`config.mk`:
```
export PLATFORM = sky130hd
export DESIGN_NAME = iwdt_front
export DESIGN_NICKNAME = d
export VERILOG_FILES = /design/src/hw/rtl/iwdt_pkg.sv /design/src/hw/rtl/iwdt_front.sv
export SDC_FILE = /design/constraint.sdc
export NUM_CORES = 1
export LEC_CHECK = 0
export BUFFER_PORTS_ARGS = -buffer_cell sky130_fd_sc_hd__buf_2
export CAP_MARGIN = 10
export CORE_MARGIN = 10
export CORE_UTILIZATION = 56
export CTS_CLUSTER_DIAMETER = 40
export DETAILED_ROUTE_END_ITERATION = 8
export GPL_ROUTABILITY_DRIVEN = 1
export PLACE_DENSITY = 0.79
export SYNTH_ARGS = -nofsm -noshare
export SYNTH_HDL_FRONTEND = slang
export SYNTH_SLANG_ARGS = --single-unit
```
`constraint.sdc`:
```
create_clock -name i_clk -period 2.5 [get_ports i_clk]
set_input_delay 0.25 -clock i_clk [delete_from_list [all_inputs] [get_ports i_clk]]
set_output_delay 0.25 -clock i_clk [all_outputs]
set_load 0.005 [all_outputs]
```
`src/hw/rtl/iwdt_pkg.sv`:
```
package iwdt_pkg;
    localparam int NET_COUNT     = 65536;
    localparam int NET_BITS      = $clog2(NET_COUNT);
    localparam int PENDING_DEPTH = 256;
    localparam int PEND_BITS     = $clog2(PENDING_DEPTH);
    localparam int STAMP_BITS    = 16;
    localparam int WL_BITS       = 32;
    localparam int SUM_BITS      = 48;
    localparam int RES_BITS      = 49;
    localparam int Q_DEPTH       = 4;
    localparam int Q_BITS        = $clog2(Q_DEPTH);

    localparam logic [SUM_BITS-1:0] SUM_MAX = {SUM_BITS{1'b1}};

    typedef enum logic [2:0] {
        CMD_FULL   = 3'd0,
        CMD_TRIAL  = 3'd1,
        CMD_BUILD  = 3'd2,
        CMD_CACHED = 3'd3,
        CMD_COMMIT = 3'd4
    } t_cmd;

    typedef struct packed {
        logic [2:0]  cmd;
        logic [15:0] edge_id;
        logic [15:0] pin_count;
        logic [31:0] wirelength;
        logic        last;
    } t_in_item;

    typedef struct packed {
        logic signed [48:0] result_value;
        logic [15:0]        overlap_count;
        logic               list_overflow;
    } t_out_item;

    // classified operation handed from front to back
    typedef struct packed {
        logic [2:0]          cmd;
        logic                use_net;
        logic [NET_BITS-1:0] net;
        logic [WL_BITS-1:0]  wl;
        logic                last;
    } t_op;
endpackage

```
`src/hw/rtl/iwdt_front.sv`:
```
module iwdt_front (
    input  logic            i_clk,
    input  logic            i_rst_n,
    input  logic            i_valid,
    output logic            o_stall,
    input  iwdt_pkg::t_in_item i_item,
    input  logic [15:0]     i_thresh,
    output logic            o_q_valid,
    output iwdt_pkg::t_op   o_q_op,
    input  logic            i_q_pop
);
    import iwdt_pkg::*;

    t_op              r_q [Q_DEPTH];
    logic [Q_BITS-1:0] r_wp, r_rp;
    logic [Q_BITS:0]   r_cnt;
    logic push;
    t_op  op;

    always_comb begin
        op.cmd     = i_item.cmd;
        op.use_net = (i_item.pin_count >= 16'd2) && (i_item.pin_count < i_thresh)
                     && ({16'd0, i_item.edge_id} < 32'(NET_COUNT));
        op.net     = i_item.edge_id[NET_BITS-1:0];
        op.wl      = i_item.wirelength[WL_BITS-1:0];
        op.last    = i_item.last;
    end

    assign o_stall   = (r_cnt == (Q_BITS+1)'(Q_DEPTH));
    // unused commands are dropped here
    assign push      = i_valid && !o_stall && (i_item.cmd <= CMD_COMMIT);
    assign o_q_valid = (r_cnt != '0);
    assign o_q_op    = r_q[r_rp];

    always_ff @(posedge i_clk) begin
        if (!i_rst_n) begin
            r_wp <= '0; r_rp <= '0; r_cnt <= '0;
        end else begin
            if (push) begin
                r_q[r_wp] <= op;
                r_wp <= r_wp + 1'b1;
            end
            if (i_q_pop) r_rp <= r_rp + 1'b1;
            r_cnt <= r_cnt + (Q_BITS+1)'(push) - (Q_BITS+1)'(i_q_pop);
        end
    end
endmodule

```
==> results of run 1 <==
## sequential cells by signal, summed over array words and instances (netlist names), named ones only
register,count
r_wp,2
r_rp,2
r_cnt,3
r_q,212
## repair_timing
item	CTS	global route
hold buffers	52	0
setup endpoints to repair	0	1
setup buffers	0	0
resized for setup	0	1
endpoints found under the hold margin	208	0
## cell usage after synthesis (4+ instances only)
cell      count
and2_1        7
and3_2        4
buf_1         5
buf_4         5
dfxtp_1       9
edfxtp_1    212
ha_1         21
inv_1        21
mux4_2       53
xnor2_1       4
## per-stage QoR
stage	hold WS [ps]	instance area (µm²)	instances	total power, W
2_1_floorplan	349	8510	381	0.00480
3_3_place_gp	460	9580	710	0.00515
3_5_place_dp	467	9580	710	0.00520
4_1_cts	59.3	11000	814	0.00921
5_1_grt	77.8	11000	814	0.00948
6_report	74.5	11100	815	0.00912
## worst register-to-register path, stage by stage, from the launching register on
cell and delay [ps]:
dfxtp_1 360, or3b_1 380, and3_2 270, clkinv_2 70
ha_1 110, inv_1 40, ha_1 180, fa_1 370
xnor2_1 210, xnor2_1 80, and2_1 140
## power by group through the flow
stage	clock network [W]	logic, W	registers [W]
after floorplan	0	0.000494	0.00430
after global placement	0	0.000822	0.00433
after detailed placement	0	0.000857	0.00434
after CTS	0.00402	0.000929	0.00427
after global routing	0.00420	0.00101	0.00428
final	0.00395	0.000913	0.00426
## area by class of cell
class | instances | area [µm²]
timing repair buffer | 207 | 1430
clock inverter | 23 | 243
clock buffer | 29 | 704
inverter | 22 | 83.8
fill | 872 | 3980
sequential | 221 | 6550
multi-input combinational | 124 | 1800
antenna | 1 | 2.50
tap | 188 | 235
## cells by family (layout without fill, tap and decap cells)
logic type	Yosys count	in the layout	share of synthesized area (%)
XOR/XNOR	5	5	0.514
AO/OA/AOI/OAI	16	16	1.31
AND/OR/NAND/NOR	28	28	1.98
other	0	1	0
adder cells (fa/ha/maj)	22	22	3.32
flip-flops	221	221	76.9
buffers and inverters	36	281	1.94
multiplexers	53	53	14.0
## layer usage
metal / global-route usage [%] / share of wire (%) / vias up
met5: 0 / 0 / -
met4: 5.27 / 2.2 / 0
met3: 3.79 / 6.4 / 26
met2: 29.6 / 52 / 174
met1: 21.1 / 40 / 2229
li1: - / - / 2031
## worst max-delay path by stage
stage / startpoint / endpoint / cells after the start
floorplan: r_cnt[2] / r_cnt[2] / 11
global placement: i_item[66] / r_cnt[2] / 11
detailed placement: i_item[66] / r_cnt[2] / 11
CTS: i_item[66] / r_cnt[2] / 12
global route: r_cnt[2] / r_cnt[2] / 10
finish: register / o_q_op[33] / 3
==> summary.md, run 1 <==
| Metric | Value |
|---|---|
| Status | `completed` |
| Die W | `143 µm` |
| Top delay family on crit path | `flip-flops` |
| Synthesized instance count | `381` |
| Max VDD drop | `0.000639 V` |
| GPL Wtd Cong | `0.758` |
| Worst min path class | `input pin to register` |
| Via count | `4,460` |
| Cts bufs inserted | `28` |
| Post-synthesis sequential area ratio | `76.9%` |
| Max-cap violation count | `0` |
| Setup violators final | `0` |
| Final HPWL DP | `10.8 mm` |
| Largest buffer count on any clock path | `3` |
| Worst setup SP type | `register` |
| Syn_nets | `491` |
| Pwr dens | `825 nW/µm²` |
| Clock Skew | `11.8 ps` |
| Placement-stage worst setup slack | `132 ps` |
| Die Ht | `143 µm` |
| Final Util | `73.5%` |
| Yosys top cell area share | `74.8%` |
| # H-tree levels | `1` |
| Worst-path maximum fanout | `17` |
| Sw power | `0.00202 W` |
| Drt initial violations | `257` |
| CTS tree | `yes` |
| Leak pwr | `4.00 nW` |
| First-pass GRT wire length | `27.3 mm` |
| Die ar. | `20,500 µm²` |
| Tmin final | `2330 ps` |
| Power Internal | `0.00710 W` |
| R2R depth | `10` |
| Slew HR | `71.5%` |
| Layout area overhead | `29.8%` |
| Final Max Tran Viols | `0` |
| EDFF count, synth | `212` |
| Antenna violations before repair | `0` |
| Hold Startpoint | `i_rst_n` |
| Critical path type | `register to output pin` |
| Hold path endpoint | `r_cnt[2]` |
| Vias in the first global route | `5,045` |
| Largest net degree at the start of global routing | `43` |
| Worst EP required | `2250 ps` |
| #FFs+latches synth | `221` |
| Worst Tran Pin Value | `427 ps` |
| Cell Chain, Critical Path | `buf_4, mux4_2, buf_2` |
| Comb pwr share | `10.0%` |
| Worst r2r src | `r_cnt[2]` |
| Sequential power share | `46.7%` |
| RSZ-0062 raised after global routing | `false` |
| Antenna-violating nets left | `0` |
| Commonest non-fill, non-tap cell in the layout | `edfxtp_1` |
| Hold path depth | `2` |
| Sum Neg Setup Slack | `0 ps` |
| Worst Setup End Kind | `output pin` |
| Core area | `15,000 µm²` |
| Reg-to-reg slack, setup | `180 ps` |
| Avg Cell Area, Syn | `22.3 µm²` |
| Cell Area, Synth | `8510 µm²` |
| Worst EP arrival | `2080 ps` |
| Via-to-Cell Ratio | `5.47` |
| Wirelength per Cell | `21.2 µm` |
| Starting Density | `56.6%` |
| Total Wirelength | `17.2 mm` |
| Synth area leader | `edfxtp_1` |
| Final hold violation count | `0` |
| Yosys Warn Count | `0` |
| Switching Share | `22.2%` |
| Power share of the clock group | `43.3%` |
| Clock transition at the registers of the reported paths | `60 ps` |
| Crit-path slowest cell | `dfxtp_4` |
| Num Clock Sinks | `221` |
| Period Utilization, post-route | `93.2%` |
| Grt ovf | `0` |
| Distinct cell type count after synthesis | `37` |
| Layout cell share with drive strength beyond 1 | `42.7%` |
| Top post-synthesis cells by area | `edfxtp_1, mux4_2, ha_1` |
| Std-Cell Rows | `45` |
| FFs w/ async S/R, synth | `0%` |
| Nets | `714` |
| Worst setup margin | `170 ps` |
| IO Pins | `143` |
| Worst-Skew Late Latency | `530 ps` |
| Crit path largest cell delay | `580 ps` |
| Root Buffer | `clkbuf_16` |
| RR Endpoint | `r_cnt[2]` |
| Gr usage total | `17.1%` |
| Synth Flop Type | `edfxtp_1` |
| Drc violations | `0` |
| Drt first pass iters | `4` |
| Commonest non-fill, non-tap cells in the layout | `edfxtp_1, buf_2, mux4_2` |
| Achievable Freq | `429 MHz` |
| # port buffers | `142` |
| Buf/Inv on CP | `2` |
Note: power is estimated with default switching activity, not from simulation.
==> run 2: changes to the inputs <==
--- a/config.mk
+++ b/config.mk
@@ -5,8 +5,8 @@
 export SDC_FILE = /design/constraint.sdc
 export NUM_CORES = 1
 export LEC_CHECK = 0
+export ABC_AREA = 1
 export BUFFER_PORTS_ARGS = -buffer_cell sky130_fd_sc_hd__buf_2
-export CAP_MARGIN = 10
 export CORE_MARGIN = 10
 export CORE_UTILIZATION = 56
 export CTS_CLUSTER_DIAMETER = 40
==> summary.md, run 2 <==
| Metric | Value |
|---|---|
| Leak pwr | `4.10 nW (+2.4%)` |
| R2R depth | `9 (-1)` |
| Period Utilization, post-route | `94.0% (+0.81 points)` |
| Grt ovf | `0 (unchanged)` |
| Max VDD drop | `0.000606 V (-5.1%)` |
| FFs w/ async S/R, synth | `0% (unchanged)` |
| Worst Tran Pin Value | `550 ps (+123 ps)` |
| Via count | `5,879 (+32%)` |
| Max-cap violation count | `0 (unchanged)` |
| Final Max Tran Viols | `0 (unchanged)` |
| Yosys top cell area share | `72.0% (-2.8 points)` |
| Via-to-Cell Ratio | `5.48 (+0.12%)` |
| Most common cell in the synthesized netlist | `edfxtp_1` |
| Worst min path class | `input pin to register` |
| Core area | `15,300 µm² (+1.9%)` |
| Antenna-violating nets left | `0 (unchanged)` |
| GPL Wtd Cong | `0.730 (-3.7%)` |
| Commonest non-fill, non-tap cells in the layout | `edfxtp_1, buf_2, nor2_1` |
| Top flop regs | `r_q x212, r_cnt x3` |
| Reg with most FFs | `r_q` |
| First-pass GRT wire length | `30.9 mm (+13%)` |
| Top post-synthesis cells by area | `edfxtp_1, o21ai_0, nor2_1` |
| Syn_nets | `756 (+54%)` |
| Num Clock Sinks | `221 (unchanged)` |
| Drc violations | `0 (unchanged)` |
| Status | `completed` |
| EDFF count, synth | `212 (unchanged)` |
| Die ar. | `21,200 µm² (+3.3%)` |
| Achievable Freq | `426 MHz (-0.86%)` |
| Die W | `146 µm (+1.6%)` |
| Setup violators final | `0 (unchanged)` |
| RR Endpoint | `r_cnt[2]` |
| Avg Cell Area, Syn | `13.7 µm² (-39%)` |
| Synth Flop Type | `edfxtp_1` |
| Commonest non-fill, non-tap cell in the layout | `edfxtp_1` |
| CTS tree | `yes` |
| Wirelength per Cell | `18.3 µm (-13%)` |
| Worst EP required | `2250 ps (about the same)` |
| Cell Chain, Critical Path | `buf_4, o21ai_0, o22ai_1, buf_2` |
| #FFs+latches synth | `221 (unchanged)` |
| Drt first pass iters | `4 (unchanged)` |
| Reg-to-reg slack, setup | `520 ps (+340 ps)` |
| Crit path largest cell delay | `580 ps (about the same)` |
| # H-tree levels | `1 (unchanged)` |
| Nets | `954 (+34%)` |
| Pwr dens | `771 nW/µm² (-6.6%)` |
| Synth area leader | `edfxtp_1` |
| # fillers | `985 (+13%)` |
| Gr usage total | `17.9% (+0.76 points)` |
| Clock Skew | `9.58 ps (-2.25 ps)` |
| Final Util | `72.2% (-1.3 points)` |
| Number of flip-flops in the largest register | `212 (unchanged)` |
| Die Ht | `146 µm (+1.6%)` |
| Root Buffer | `clkbuf_16` |
| RSZ-0062 raised after global routing | `false` |
| Antenna violations before repair | `1 (+1)` |
| Drt initial violations | `473 (+84%)` |
| Critical path type | `register to output pin` |
| Final hold violation count | `0 (unchanged)` |
| Tmin final | `2350 ps (+20.3 ps)` |
| Std-Cell Rows | `45 (unchanged)` |
| Yosys Warn Count | `0 (unchanged)` |
| Setup Fix Bufs, Post-CTS | `0 (unchanged)` |
| Clock transition at the registers of the reported paths | `60 ps (about the same)` |
| Worst-path maximum fanout | `33 (+16)` |
| Synthesized instance count | `646 (+70%)` |
| Worst EP arrival | `2100 ps (+20 ps)` |
| Sum Neg Setup Slack | `0 ps (unchanged)` |
| Final HPWL DP | `11.7 mm (+8.3%)` |
| Hold_ws | `49.2 ps (-25.3 ps)` |
| Cell Area, Synth | `8840 µm² (+3.9%)` |
| Cts bufs inserted | `24 (-14%)` |
| Starting Density | `57.7% (+1.1 points)` |
| Worst setup SP type | `register` |
| Worst Setup End Kind | `output pin` |
| Layout cell share with drive strength beyond 1 | `25.6% (-17 points)` |
| Vias in the first global route | `6,127 (+21%)` |
| Worst-Skew Late Latency | `500 ps (-30 ps)` |
| IO Pins | `143 (unchanged)` |
| Worst r2r src | `r_cnt[1]` |
| Synth cell count leaders | `edfxtp_1, nor2_1, o21ai_0, o22ai_1, inv_1` |
| Crit-path slowest cell | `dfxtp_4` |
| Post-synthesis sequential area ratio | `74.1% (-2.9 points)` |
| Total Wirelength | `19.6 mm (+14%)` |
| # port buffers | `142 (unchanged)` |
| Largest net degree at the start of global routing | `63 (+47%)` |
| Largest buffer count on any clock path | `3 (unchanged)` |
| End of the critical path | `o_q_op[37]` |
| Layout area overhead | `25.2%` |
| Distinct cell type count after synthesis | `28 (-24%)` |
| Slew HR | `63.3% (-8.2 points)` |
-- run 2: cell types whose count changed in the layout (fill, tap and decap cells not counted), moves of 4 or more --
cell / delta
a21oi_1: +8
nor2_2: +11
inv_1: +12
o22ai_1: +43
nand2_1: +20
and2_1: -7
and3_2: -5
o21ai_1: +12
nor2_1: +107
o21ai_0: +98
mux4_2: -53
o22ai_2: +10
clkinv_4: -4
nor2_4: +4
-- run 2: how the worst min path moves through the flow --
stage / from / cells past startpoint / slack, ps / to
final: i_rst_n / 3 / 50 / r_cnt[1]
after global routing: i_rst_n / 3 / 80 / r_cnt[1]
after CTS: i_rst_n / 3 / 30 / r_cnt[1]
after detailed placement: r_rp[1] / 1 / 440 / register
after global placement: r_rp[1] / 1 / 420 / register
after floorplan: i_rst_n / 2 / 340 / r_cnt[0]
-- run 2: critical path, delay by kind of cell, from the launching register on --
family	cells	cell delay [ps]
AO/OA/AOI/OAI	2	460
buffers and inverters	2	560
flip-flops	1	580
-- run 2: layout make-up --
type                       count  area [µm²]  share of cell area [%]
antenna                        1        2.50                  0.0226
clock inverter                14         109                   0.984
timing repair buffer         206        1390                    12.5
tap                          211         264                    2.39
inverter                      35         134                    1.21
multi-input combinational    356        1980                    17.9
sequential                   221        6550                    59.2
clock buffer                  29         641                    5.79
-- run 2: what timing repair did --
action	CTS	global route
endpoints found under the hold margin	208	0
hold buffers	52	0
endpoints found under the setup margin	0	2
resized for setup	0	1
-- run 2: logic make-up after synthesis --
family,Yosys count,share of synthesized area (%)
and+or+nand+nor,154,7.06
DFF,221,74.1
adders and majority gates,22,3.20
AOI/OAI and AO/OA,179,11.6
xor gates and xnor gates,1,0.0991
buffers and inverters,69,3.93
-- run 2: stage by stage --
stage	setup slack (ps)	area (µm²)	cells	total power, W
4_1_cts	100	11100	1072	0.00857
5_1_grt	53.5	11100	1073	0.00886
2_1_floorplan	-74.1	8850	646	0.00485
3_5_place_dp	445	9790	977	0.00525
3_3_place_gp	529	9790	977	0.00520
6_report	150	11100	1073	0.00853
-- run 2: where the power goes --
part	switching (W)	total, W	internal [W]	leakage [nW]
registers	0.0000626	0.00428	0.00422	1.99
logic	0.000565	0.000958	0.000393	1.75
clock network	0.00135	0.00329	0.00194	0.359
total	0.00198	0.00853	0.00655	4.10
-- run 2: metal layers --
metal	wire length, µm	vias to the layer above	GRT usage, %
met5	0	-	0
met4	425	0	5.46
met3	1380	33	4.10
met2	10200	235	32.0
met1	7590	2840	20.8
li1	-	2771	-
